### src/rtl/spsh_pkg.sv
// Shared types and constants for the sphere pixel shader.
// Used by every module of the block; depends on nothing.
`default_nettype none

package spsh_pkg;

   localparam int RAD_W      = 24;
   localparam int ROOT_W     = 12;
   localparam int ROOT_STEPS = ROOT_W;

   localparam logic [17:0] RECIP5       = 18'd209716;
   localparam int          RECIP5_SHIFT = 20;

   localparam logic [1:0] REG_CENTER_X = 2'd0;
   localparam logic [1:0] REG_CENTER_Y = 2'd1;
   localparam logic [1:0] REG_RADIUS   = 2'd2;

   localparam logic [11:0] RADIUS_RESET = 12'd256;
   localparam logic [2:0]  SHADE_MAX    = 3'd5;

   localparam logic [6:0] GLYPH_SPACE = 7'h20;
   localparam logic [6:0] GLYPH_DOT   = 7'h2E;
   localparam logic [6:0] GLYPH_COLON = 7'h3A;
   localparam logic [6:0] GLYPH_DASH  = 7'h2D;
   localparam logic [6:0] GLYPH_EQUAL = 7'h3D;
   localparam logic [6:0] GLYPH_STAR  = 7'h2A;
   localparam logic [6:0] GLYPH_HASH  = 7'h23;

   typedef struct packed {
      logic              valid;
      logic              covered;
      logic [RAD_W-1:0]  radicand;
   } root_in_type;

   typedef struct packed {
      logic              valid;
      logic              covered;
      logic [ROOT_W-1:0] root;
   } root_out_type;

   function automatic logic [6:0] shade_glyph(input logic [2:0] shade);
      logic [6:0] g;
      case (shade)
         3'd0: g = GLYPH_SPACE;
         3'd1: g = GLYPH_DOT;
         3'd2: g = GLYPH_COLON;
         3'd3: g = GLYPH_DASH;
         3'd4: g = GLYPH_EQUAL;
         3'd5: g = GLYPH_STAR;
         3'd6: g = GLYPH_HASH;
         default: g = GLYPH_SPACE;
      endcase
      return g;
   endfunction

endpackage

`default_nettype wire

### src/rtl/spsh_coord.sv
// Cell to Q.8 coordinate mapping, squared distance and disc test (five stages).
// Depends on spsh_pkg.
`default_nettype none

module spsh_coord #(
   parameter int SCREEN_COLS = 80,
   parameter int SCREEN_ROWS = 30
) (
   input  wire logic                clock,
   input  wire logic                reset,
   input  wire logic                advance,
   input  wire logic                in_valid,
   input  wire logic [6:0]          cell_col,
   input  wire logic [4:0]          cell_row,
   input  wire logic signed [12:0]  center_x,
   input  wire logic signed [12:0]  center_y,
   input  wire logic [23:0]         radius_sq,
   output spsh_pkg::root_in_type    root_in
);

   localparam int HALF_COLS = SCREEN_COLS / 2;
   localparam int HALF_ROWS = SCREEN_ROWS / 2;

   logic signed [10:0] off_x, off_y;
   logic [9:0]         mag_x, mag_y;
   logic [17:0]        nx_in, ny_in, nx_ff, ny_ff;
   logic               negx_ff, negy_ff, v1_ff;
   logic [35:0]        prod_x, prod_y;
   logic [15:0]        qx_in, qy_in, qx_ff, qy_ff;
   logic               negx2_ff, negy2_ff, v2_ff;
   logic signed [16:0] px, py, dx_in, dy_in, dx_ff, dy_ff;
   logic               v3_ff;
   logic signed [33:0] sqx_full, sqy_full;
   logic [31:0]        sqx_ff, sqy_ff;
   logic               v4_ff;
   logic [31:0]        d2;
   logic               cov_in;
   spsh_pkg::root_in_type root_in_in, root_in_ff;

   always_comb begin
      off_x = $signed({4'b0, cell_col}) - $signed(11'(HALF_COLS));
      off_y = $signed({6'b0, cell_row}) - $signed(11'(HALF_ROWS));
      mag_x = off_x[10] ? 10'(-off_x) : off_x[9:0];
      mag_y = off_y[10] ? 10'(-off_y) : off_y[9:0];
      nx_in = {1'b0, mag_x, 7'b0};
      ny_in = {mag_y, 8'b0};
   end

   assign prod_x = nx_ff * spsh_pkg::RECIP5;
   assign prod_y = ny_ff * spsh_pkg::RECIP5;
   assign qx_in  = prod_x[spsh_pkg::RECIP5_SHIFT +: 16];
   assign qy_in  = prod_y[spsh_pkg::RECIP5_SHIFT +: 16];

   always_comb begin
      px    = negx2_ff ? -$signed({1'b0, qx_ff}) : $signed({1'b0, qx_ff});
      py    = negy2_ff ? -$signed({1'b0, qy_ff}) : $signed({1'b0, qy_ff});
      dx_in = px - 17'(center_x);
      dy_in = py - 17'(center_y);
   end

   assign sqx_full = dx_ff * dx_ff;
   assign sqy_full = dy_ff * dy_ff;

   always_comb begin
      d2                  = sqx_ff + sqy_ff;
      cov_in              = d2 <= {8'b0, radius_sq};
      root_in_in.valid    = v4_ff;
      root_in_in.covered  = cov_in;
      root_in_in.radicand = radius_sq - d2[23:0];
   end

   always_ff @(posedge clock) begin
      if (reset) begin
         v1_ff            <= 1'b0;
         v2_ff            <= 1'b0;
         v3_ff            <= 1'b0;
         v4_ff            <= 1'b0;
      end else if (advance) begin
         v1_ff            <= in_valid;
         v2_ff            <= v1_ff;
         v3_ff            <= v2_ff;
         v4_ff            <= v3_ff;
      end
   end

   always_ff @(posedge clock) begin
      if (advance) begin
         nx_ff               <= nx_in;
         ny_ff               <= ny_in;
         negx_ff             <= off_x[10];
         negy_ff             <= off_y[10];
         qx_ff               <= qx_in;
         qy_ff               <= qy_in;
         negx2_ff            <= negx_ff;
         negy2_ff            <= negy_ff;
         dx_ff               <= dx_in;
         dy_ff               <= dy_in;
         sqx_ff              <= sqx_full[31:0];
         sqy_ff              <= sqy_full[31:0];
      end
   end

   always_ff @(posedge clock) begin
      if (reset) begin
         root_in_ff.valid <= 1'b0;
      end else if (advance) begin
         root_in_ff <= root_in_in;
      end
   end

   assign root_in = root_in_ff;

endmodule

`default_nettype wire

### src/rtl/spsh_isqrt.sv
// Pipelined integer square root, one result bit per stage.
// Depends on spsh_pkg.
`default_nettype none

module spsh_isqrt (
   input  wire logic              clock,
   input  wire logic              reset,
   input  wire logic              advance,
   input  spsh_pkg::root_in_type  root_in,
   output spsh_pkg::root_out_type root_out
);

   localparam int N = spsh_pkg::ROOT_STEPS;
   localparam int W = spsh_pkg::RAD_W;

   logic [W-1:0] rem_ff [N];
   logic [W-1:0] res_ff [N];
   logic         valid_ff [N];
   logic         cov_ff [N];

   for (genvar s = 0; s < N; s++) begin : g_step
      localparam logic [W-1:0] BIT = W'(1) << (2 * (N - 1 - s));
      logic [W-1:0] rem_prev, res_prev, trial, rem_in, res_in;
      logic         valid_prev, cov_prev;

      if (s == 0) begin : g_first
         assign rem_prev   = root_in.radicand;
         assign res_prev   = '0;
         assign valid_prev = root_in.valid;
         assign cov_prev   = root_in.covered;
      end else begin : g_next
         assign rem_prev   = rem_ff[s-1];
         assign res_prev   = res_ff[s-1];
         assign valid_prev = valid_ff[s-1];
         assign cov_prev   = cov_ff[s-1];
      end

      always_comb begin
         trial = res_prev + BIT;
         if (rem_prev >= trial) begin
            rem_in = rem_prev - trial;
            res_in = (res_prev >> 1) + BIT;
         end else begin
            rem_in = rem_prev;
            res_in = res_prev >> 1;
         end
      end

      always_ff @(posedge clock) begin
         if (reset) begin
            valid_ff[s] <= 1'b0;
         end else if (advance) begin
            valid_ff[s] <= valid_prev;
         end
      end

      always_ff @(posedge clock) begin
         if (advance) begin
            rem_ff[s] <= rem_in;
            res_ff[s] <= res_in;
            cov_ff[s] <= cov_prev;
         end
      end
   end

   assign root_out.valid   = valid_ff[N-1];
   assign root_out.covered = cov_ff[N-1];
   assign root_out.root    = res_ff[N-1][spsh_pkg::ROOT_W-1:0];

endmodule

`default_nettype wire

### src/rtl/spsh_shade.sv
// Shade level from depth over radius, glyph lookup and the output register.
// Depends on spsh_pkg.
`default_nettype none

module spsh_shade (
   input  wire logic              clock,
   input  wire logic              reset,
   input  wire logic              advance,
   input  spsh_pkg::root_out_type root_out,
   input  wire logic [11:0]       radius,
   output logic                   out_valid,
   output logic                   out_covered,
   output logic [2:0]             out_shade,
   output logic [6:0]             out_glyph
);

   logic [14:0] depth5;
   logic [14:0] rad_k [5];
   logic [2:0]  shade_in;
   logic [2:0]  shade_ff;
   logic [6:0]  glyph_ff;
   logic        valid_ff, cov_ff;

   always_comb begin
      depth5   = {1'b0, root_out.root, 2'b0} + {3'b0, root_out.root};
      shade_in = '0;
      for (int k = 0; k < 5; k++) begin
         rad_k[k] = 15'(radius) * 15'(k + 1);
         if (root_out.covered && radius != '0 && depth5 >= rad_k[k]) begin
            shade_in = 3'(k + 1);
         end
      end
   end

   always_ff @(posedge clock) begin
      if (reset) begin
         valid_ff <= 1'b0;
      end else if (advance) begin
         valid_ff <= root_out.valid;
      end
   end

   always_ff @(posedge clock) begin
      if (advance) begin
         cov_ff   <= root_out.covered;
         shade_ff <= shade_in;
         glyph_ff <= spsh_pkg::shade_glyph(shade_in);
      end
   end

   assign out_valid   = valid_ff;
   assign out_covered = cov_ff;
   assign out_shade   = shade_ff;
   assign out_glyph   = glyph_ff;

   a_shade_max: assert property (@(posedge clock) disable iff (reset)
      valid_ff |-> shade_ff <= spsh_pkg::SHADE_MAX)
      else $error("shade level above maximum");

   a_uncovered_blank: assert property (@(posedge clock) disable iff (reset)
      valid_ff && !cov_ff |-> shade_ff == '0 && glyph_ff == spsh_pkg::GLYPH_SPACE)
      else $error("uncovered word not blank");

   a_glyph_match: assert property (@(posedge clock) disable iff (reset)
      valid_ff |-> glyph_ff == spsh_pkg::shade_glyph(shade_ff))
      else $error("glyph does not match shade");

endmodule

`default_nettype wire

### src/rtl/sphere_pixel_shader.sv
// Sphere pixel shader: one word per cycle; an accepted request word passes
// through 5 mapping/distance stages, 12 square-root stages and 1 shade stage
// to its response word. The whole pipeline holds when the response waits.
// Synchronous reset clears the valid bits and sets center 0, radius 256.
// Depends on spsh_pkg, spsh_coord, spsh_isqrt, spsh_shade.
`default_nettype none

module sphere_pixel_shader #(
   parameter int SCREEN_COLS = 80,
   parameter int SCREEN_ROWS = 30
) (
   input  wire logic        clock,
   input  wire logic        reset,
   input  wire logic        req_tvalid,
   output logic             req_tready,
   input  wire logic [15:0] req_tdata,   // cell_col[6:0], cell_row[11:7], zero
   output logic             rsp_tvalid,
   input  wire logic        rsp_tready,
   output logic [15:0]      rsp_tdata,   // shade_level[2:0], glyph[9:3], zero
   output logic [0:0]       rsp_tuser,   // covered[0]
   input  wire logic        csr_psel,
   input  wire logic        csr_penable,
   input  wire logic        csr_pwrite,
   input  wire logic [3:0]  csr_paddr,
   input  wire logic [31:0] csr_pwdata,
   output logic [31:0]      csr_prdata,
   output logic             csr_pready
);

   logic [12:0] center_x_ff, center_y_ff;
   logic [11:0] radius_ff;
   logic [23:0] r2_ff;
   logic        csr_write;
   logic        advance;
   logic        out_valid, out_covered;
   logic [2:0]  out_shade;
   logic [6:0]  out_glyph;
   spsh_pkg::root_in_type  root_in;
   spsh_pkg::root_out_type root_out;

   assign csr_pready = 1'b1;
   assign csr_write  = csr_psel & csr_penable & csr_pwrite & csr_pready;

   always_ff @(posedge clock) begin
      if (reset) begin
         center_x_ff <= '0;
         center_y_ff <= '0;
         radius_ff   <= spsh_pkg::RADIUS_RESET;
      end else if (csr_write) begin
         case (csr_paddr[3:2])
            spsh_pkg::REG_CENTER_X: center_x_ff <= csr_pwdata[12:0];
            spsh_pkg::REG_CENTER_Y: center_y_ff <= csr_pwdata[12:0];
            spsh_pkg::REG_RADIUS:   radius_ff   <= csr_pwdata[11:0];
            default: ;
         endcase
      end
   end

   always_comb begin
      case (csr_paddr[3:2])
         spsh_pkg::REG_CENTER_X: csr_prdata = {19'b0, center_x_ff};
         spsh_pkg::REG_CENTER_Y: csr_prdata = {19'b0, center_y_ff};
         spsh_pkg::REG_RADIUS:   csr_prdata = {20'b0, radius_ff};
         default:                csr_prdata = '0;
      endcase
   end

   always_ff @(posedge clock) begin
      r2_ff <= {12'b0, radius_ff} * {12'b0, radius_ff};
   end

   assign advance    = !out_valid || rsp_tready;
   assign req_tready = advance;

   spsh_coord #(
      .SCREEN_COLS(SCREEN_COLS),
      .SCREEN_ROWS(SCREEN_ROWS)
   ) u_coord (
      .clock    (clock),
      .reset    (reset),
      .advance  (advance),
      .in_valid (req_tvalid),
      .cell_col (req_tdata[6:0]),
      .cell_row (req_tdata[11:7]),
      .center_x (center_x_ff),
      .center_y (center_y_ff),
      .radius_sq(r2_ff),
      .root_in  (root_in)
   );

   spsh_isqrt u_isqrt (
      .clock   (clock),
      .reset   (reset),
      .advance (advance),
      .root_in (root_in),
      .root_out(root_out)
   );

   spsh_shade u_shade (
      .clock      (clock),
      .reset      (reset),
      .advance    (advance),
      .root_out   (root_out),
      .radius     (radius_ff),
      .out_valid  (out_valid),
      .out_covered(out_covered),
      .out_shade  (out_shade),
      .out_glyph  (out_glyph)
   );

   assign rsp_tvalid = out_valid;
   assign rsp_tdata  = {6'b0, out_glyph, out_shade};
   assign rsp_tuser  = out_covered;

   a_r2_track: assert property (@(posedge clock) disable iff (reset)
      1'b1 |=> r2_ff == ({12'b0, $past(radius_ff)} * {12'b0, $past(radius_ff)}))
      else $error("radius square out of step");

   a_hold_on_stall: assert property (@(posedge clock) disable iff (reset)
      !advance |=> root_out == $past(root_out) && root_in == $past(root_in))
      else $error("pipeline moved during stall");

   a_no_take_on_stall: assert property (@(posedge clock) disable iff (reset)
      rsp_tvalid && !rsp_tready |-> !req_tready)
      else $error("request taken while response waits");

endmodule

`default_nettype wire

### config.mk
export PLATFORM = sky130hd
export DESIGN_NAME = sphere_pixel_shader
export DESIGN_NICKNAME = d
export VERILOG_FILES = /design/src/rtl/spsh_pkg.sv /design/src/rtl/spsh_coord.sv /design/src/rtl/spsh_isqrt.sv /design/src/rtl/spsh_shade.sv /design/src/rtl/sphere_pixel_shader.sv
export SDC_FILE = /design/constraint.sdc
export NUM_CORES = 2
export LEC_CHECK = 0
export BUFFER_PORTS_ARGS = -buffer_cell sky130_fd_sc_hd__buf_2
export CORE_UTILIZATION = 60
export DETAILED_ROUTE_END_ITERATION = 10
export PLACE_DENSITY = 0.85
export RECOVER_POWER = 25
export SYNTH_ARGS = -nofsm -noshare
export SYNTH_HDL_FRONTEND = slang
export SYNTH_SLANG_ARGS = --single-unit
### constraint.sdc
create_clock -name clock -period 33.4 [get_ports clock]
set_clock_uncertainty 0.15 [all_clocks]
set_input_delay 1.67 -clock clock [delete_from_list [all_inputs] [get_ports clock]]
set_output_delay 1.67 -clock clock [all_outputs]
set_load 0.1 [all_outputs]
# == Yosys cells after proc, flatten, opt, wreduce, memory -nomap -nowiden ==
# Memories as Yosys holds them, arrays and structs flattened. A register that Yosys moved wholly into a read port is not among the register bits.
# Index checks and enable logic that the tools add are counted.
# classes
n_addsub,45
multipliers,7
div_mod_pow,0
magnitude_cmp,18
n_eq_ne,8
shift,0
mux,53
n_bitwise,15
reduce_logical,14
# op_table
operator,n
24-bit two-way mux,23
24-bit subtractor,12
24-bit >= comparator,11
17-bit by 17-bit multiplier with 32-bit output,2
"10-bit by 16-bit multiplier with 26-bit output, second input constant",2
13-bit case mux with 3 select lines,1
17-bit two-way mux,2
16-bit negator with 17-bit output,2
17-bit by 13-bit subtractor with 17-bit output,2
32-bit adder,1
32-bit by 24-bit <= comparator with 1-bit output,1
15-bit by 14-bit >= comparator with 1-bit output,2
5-bit case mux with 6 select lines,1
"23-bit by 1-bit adder with 24-bit output, second input constant",1
"23-bit by 11-bit adder with 24-bit output, second input constant",1
"23-bit by 13-bit adder with 24-bit output, second input constant",1
"23-bit by 15-bit adder with 24-bit output, second input constant",1
"23-bit by 17-bit adder with 24-bit output, second input constant",1
"23-bit by 19-bit adder with 24-bit output, second input constant",1
"23-bit by 21-bit adder with 24-bit output, second input constant",1
"23-bit by 3-bit adder with 24-bit output, second input constant",1
"23-bit by 5-bit adder with 24-bit output, second input constant",1
"23-bit by 7-bit adder with 24-bit output, second input constant",1
"23-bit by 9-bit adder with 24-bit output, second input constant",1
43 further kinds,87
# totals
ff_bits,257
latch_bits,0
ramBits,600
mem_bits_ro,0
input_bits,59
out_inout_bits,52
word_cells,190
memories,4
# memory_table
name,words,width,read_ports,rd_ports_with_merged_regs,write_ports,line_no,source
u_isqrt.rem_ff,12,24,11,0,12,spsh_isqrt.sv:16,logic [W-1:0] rem_ff [N];
u_isqrt.res_ff,12,24,12,0,12,spsh_isqrt.sv:17,logic [W-1:0] res_ff [N];
u_isqrt.cov_ff,12,1,12,0,12,spsh_isqrt.sv:19,logic cov_ff [N];
u_isqrt.valid_ff,12,1,12,1,12,spsh_isqrt.sv:18,logic valid_ff [N];

# == Longest topological paths before layout ==
# An unclocked memory read counts as a cell.
# depth
ltp_word,11
ltp_mapped,25
ltp_nobuf,25

# == Modules after synthesis ==
# A second synthesis with hierarchy kept.
# unflattened
hier_cells,5900
area_unflattened_um2,60654.4
# by_module_without_submodules
module,instances,cells_each,area_per_inst_um2,seq_area_each_um2
spsh_coord,1,3479,33923.8,5385.2
spsh_isqrt,1,1222,16656.0,10990.5
sphere_pixel_shader,1,769,6476.2,1221.2
spsh_shade,1,430,3598.5,290.3

# == Worst setup path after synthesis ==
# No wires, ideal clock.
# synth_path
path_kind,input-to-output
startpoint,in rsp_tready
endpoint,out req_tready
arrival_ps,12372
required_ps,31580
slack_ps,19208
path_stages,3
path_buffers,1
cell_sequence,nor2b_1 clkbuf_1 inv_1
# synth_via
elab_chain_len,1
# synth_lines
element,line_no,source
start: declaration,sphere_pixel_shader.sv:18,"input wire logic rsp_tready,"
1-bit logical OR,sphere_pixel_shader.sv:72,assign advance = !out_valid || rsp_tready;
end: declaration,sphere_pixel_shader.sv:15,"output logic req_tready,"
# No other way between the ends.

# == Worst setup path in the final report ==
# layout_path
startpoint,reg u_coord.dx_ff[16]
endpoint,reg u_coord.sqx_ff[29] (data pin)
# layout_via
elab_chain_len,1
# layout_lines
element,line_no,source
start: declaration,spsh_coord.sv:31,"logic signed [16:0] px, py, dx_in, dy_in, dx_ff, dy_ff;"
start signal: assignment,spsh_coord.sv:96,dx_ff <= dx_in;
17-bit by 17-bit multiplier with 32-bit output,spsh_coord.sv:61,assign sqx_full = dx_ff * dx_ff;
net u_coord.sqx_full[29],spsh_coord.sv:33,"logic signed [33:0] sqx_full, sqy_full;"
end signal: assignment,spsh_coord.sv:98,sqx_ff <= sqx_full[31:0];
end: declaration,spsh_coord.sv:34,"logic [31:0] sqx_ff, sqy_ff;"
# The timed path passes the listed nets, and every way through them passes these cells.
# A chain may end at the register's enable or synchronous reset.

==> run metrics <==
Boundary Pins=111; syn_area_per_cell=10.6 sq um; Synth Flop Type=edfxtp_1; pin count of the biggest net entering global routing=209; DRT Wirelength=122000 microns; CTS H-tree depth=2; initial DRC count=2477; Slowest Stage Delay on Critical Path=0.95 ns; largest family of logic cells by synthesized area=adder cells; Critical Path End Type=register; crit path kind=reg -> reg; antenna diode count=0; wire per inst=17.7 microns; Mapped Area=58600 sq um; Yosys top cell area share=28.3%; max frequency=127 MHz; Worst-Skew Late Latency=0.69 ns; Post-CTS Setup Inserts=0; Worst Tran Pin Value=1.96 ns; Post-Synth Simple-Gate Area=10.6%; Clock Pin Slew Worst Setup and Hold Paths=0.07 ns; Worst R2R Start=u_coord.dx_ff[16]; post-placement cell area=60200 sq um; Max Transition Viols Final=85; FF-to-FF End=u_coord.sqx_ff[29]; Final Hold Violating Endpoints=0; starting density of the core=60.6%; Post-Synth Adder-Cell Area=36.9%; WP data required=33.72 ns; initial antenna violation count=0; die height=314 microns; Cell variety after synth=86; CTS max path bufs=3; mux share of post-synthesis cell area=0.810%; clk root buf=clkbuf_16; DRC=0; Die ar.=98900 sq um; post-cts resize count=0; Core ar.=96700 sq um; clk sinks=618; Setup TNS Final=0 ns; Post-Synth XOR/XNOR Area=5.40%; num rows=114; Compound-Gate Fraction of Synth Area=8.11%; synth warn=0; Tcrit/Tclk final=23.7%; most frequent cell after synthesis=inv_1; DP HPWL=94000 microns; number of global-route vias before repair=41900; Worst path slowest cell=edfxtp_1; die width=314 microns; Worst Reg-to-Reg Cells=19; CP dominant cell by count=fa_1; area leader, netlist=edfxtp_1; sequential-to-total area share from yosys stat=30.5%; most instantiated cells after synthesis=1040 x inv_1, 675 x ha_1, 658 x fa_1, 551 x edfxtp_1, 422 x nand2_1; Vias=39300; Post-Syn Instances=5524; Setup crit start=u_coord.dx_ff[16]; Port Buffer Count=57; Total GRT Usage=25.4%; worst hold path class=reg -> reg; first-pass GRT wire length=202000 microns; layout cell share with drive strength beyond 1=3.82%; unrepaired setup endpoints after global routing=no; R2R Setup Slk=25.50 ns; Max Cap Violations=2; Inserted Clock Buffers=61; met1 WL=45300 microns; DR top layer=met4; Layout area overhead=6.60%; DRT Pass-1 Iters=6; Tmin final=7.90 ns; slew margin rel.=-30.7%; synthesized flop and latch total=618; EDFF count, synth=551; DR WL met3=5520 microns; met2 WL post-DR=64600 microns; dominant cells by area after synthesis=edfxtp_1 28%, fa_1 22%, ha_1 14%; gr ovfl total=0; hold buffers post-CTS=0; crit path DAT=8.22 ns; Setup crit end=u_coord.sqx_ff[29]; CTS tree=done; failing checks=max-capacitance violations, max-slew violations; CP max FO=24; Setup crit start kind=register; Final ANT Viol Nets=0; Routability Congestion=0.900; vias per inst=5.69; final instance area=62400 sq um; async set-reset flop share out of synthesis=0%; NumNets Final=6969; Finish-stage setup viols=0; Critical Path, Cell by Cell=clkinv_1 -> nor2_1 -> fa_1 -> fa_1 -> inv_1 -> fa_1 -> fa_1 -> fa_1 -> fa_1 -> inv_1 -> ha_1 -> a21o_1 -> a21o_1 -> a21oi_1 -> nand2_1 -> a211o_1 -> a31oi_1 -> o21bai_1 -> xor2_1; outcome=finished with violations
[layout make-up]
cell class | count | area, sq um
multi-input combinational | 3778 | 36300
inverter | 1045 | 3930
timing repair buffer | 73 | 405
sequential | 618 | 17900
fill | 6916 | 34300
tap | 1276 | 1600
clock buffer | 77 | 1670
clock inverter | 39 | 597
[sequential cells by signal, indices dropped and copies added, names as in the netlist, 13 cells and up]
register	cells
center_x_ff	13
center_y_ff	13
r2_ff	23
u_coord.dx_ff	17
u_coord.dy_ff	17
u_coord.qx_ff	15
u_coord.qy_ff	16
u_coord.root_in	26
u_coord.sqx_ff	31
u_coord.sqy_ff	31
u_isqrt.rem_ff	264
u_isqrt.res_ff	78
[through the flow]
step	utilization (%)	hold WS [ns]	instances	setup WS (ns)
3_5_place_dp	62.2	0.255	6790	25.61
6_report	64.6	0.261	6906	25.50
5_1_grt	64.6	0.262	6906	25.21
3_3_place_gp	62.2	0.252	6790	25.72
4_1_cts	64.6	0.261	6906	25.59
2_1_floorplan	-	0.250	5558	19.21
[metal layers]
layer | vias to the layer above | GRT usage (%)
met5 | - | 0
met4 | 0 | 13.5
met3 | 387 | 2.92
met2 | 1097 | 47.1
met1 | 19500 | 28.4
li1 | 18300 | -
[how the worst min path moves through the flow]
stage	startpoint	slack [ns]	depth (start not counted)	to
2_1_floorplan	u_coord.negx_ff	0.25	0	u_coord.negx2_ff
3_3_place_gp	u_isqrt.cov_ff[0][2]	0.25	0	u_isqrt.cov_ff[0][3]
3_5_place_dp	u_coord.root_in[16]	0.25	0	u_isqrt.rem_ff[0][16]
4_1_cts	u_coord.root_in[17]	0.26	0	u_isqrt.rem_ff[0][17]
5_1_grt	u_coord.root_in[18]	0.26	0	u_isqrt.rem_ff[0][18]
6_report	u_coord.root_in[2]	0.26	0	u_isqrt.rem_ff[0][2]
[critical path, delay by kind of cell (launching register included)]
| family | cells | cell delay (ns) |
|---|---|---|
| flip-flops | 1 | 0.95 |
| AND/OR/NAND/NOR | 2 | 0.49 |
| adder cells (fa/ha/maj) | 7 | 3.69 |
| buffers and inverters | 3 | 0.91 |
| AO/OA/AOI/OAI | 6 | 1.21 |
| XOR/XNOR | 1 | 0.28 |
[placed cells by master, fill, tap and decap left out, drive strengths merged, types with 23 or more instances in the layout]
master / n
nand2b: 66
ha: 675
or3: 35
buf: 63
clkbuf: 87
o21a: 48
a211oi: 24
and3: 26
inv: 1045
nand3: 50
conb: 36
and2: 137
mux2i: 35
nor2b: 65
nand2: 422
nor4: 47
nor3: 78
o31ai: 35
o21ai: 178
nand4: 23
dfxtp: 67
o21bai: 29
edfxtp: 551
nor2: 227
fa: 658
xor2: 110
a21o: 86
xnor2: 251
a21oi: 226
[cells by family after synthesis]
group / after synthesis
compound gates: 750
simple gates: 1252
xor+xnor: 361
other cells: 2
mux: 46
flops: 618
buf+inv: 1162
fa+ha+maj: 1333
Power is not shown: default switching activity piles up to over one toggle a cycle in this logic, so the estimate is an artifact.
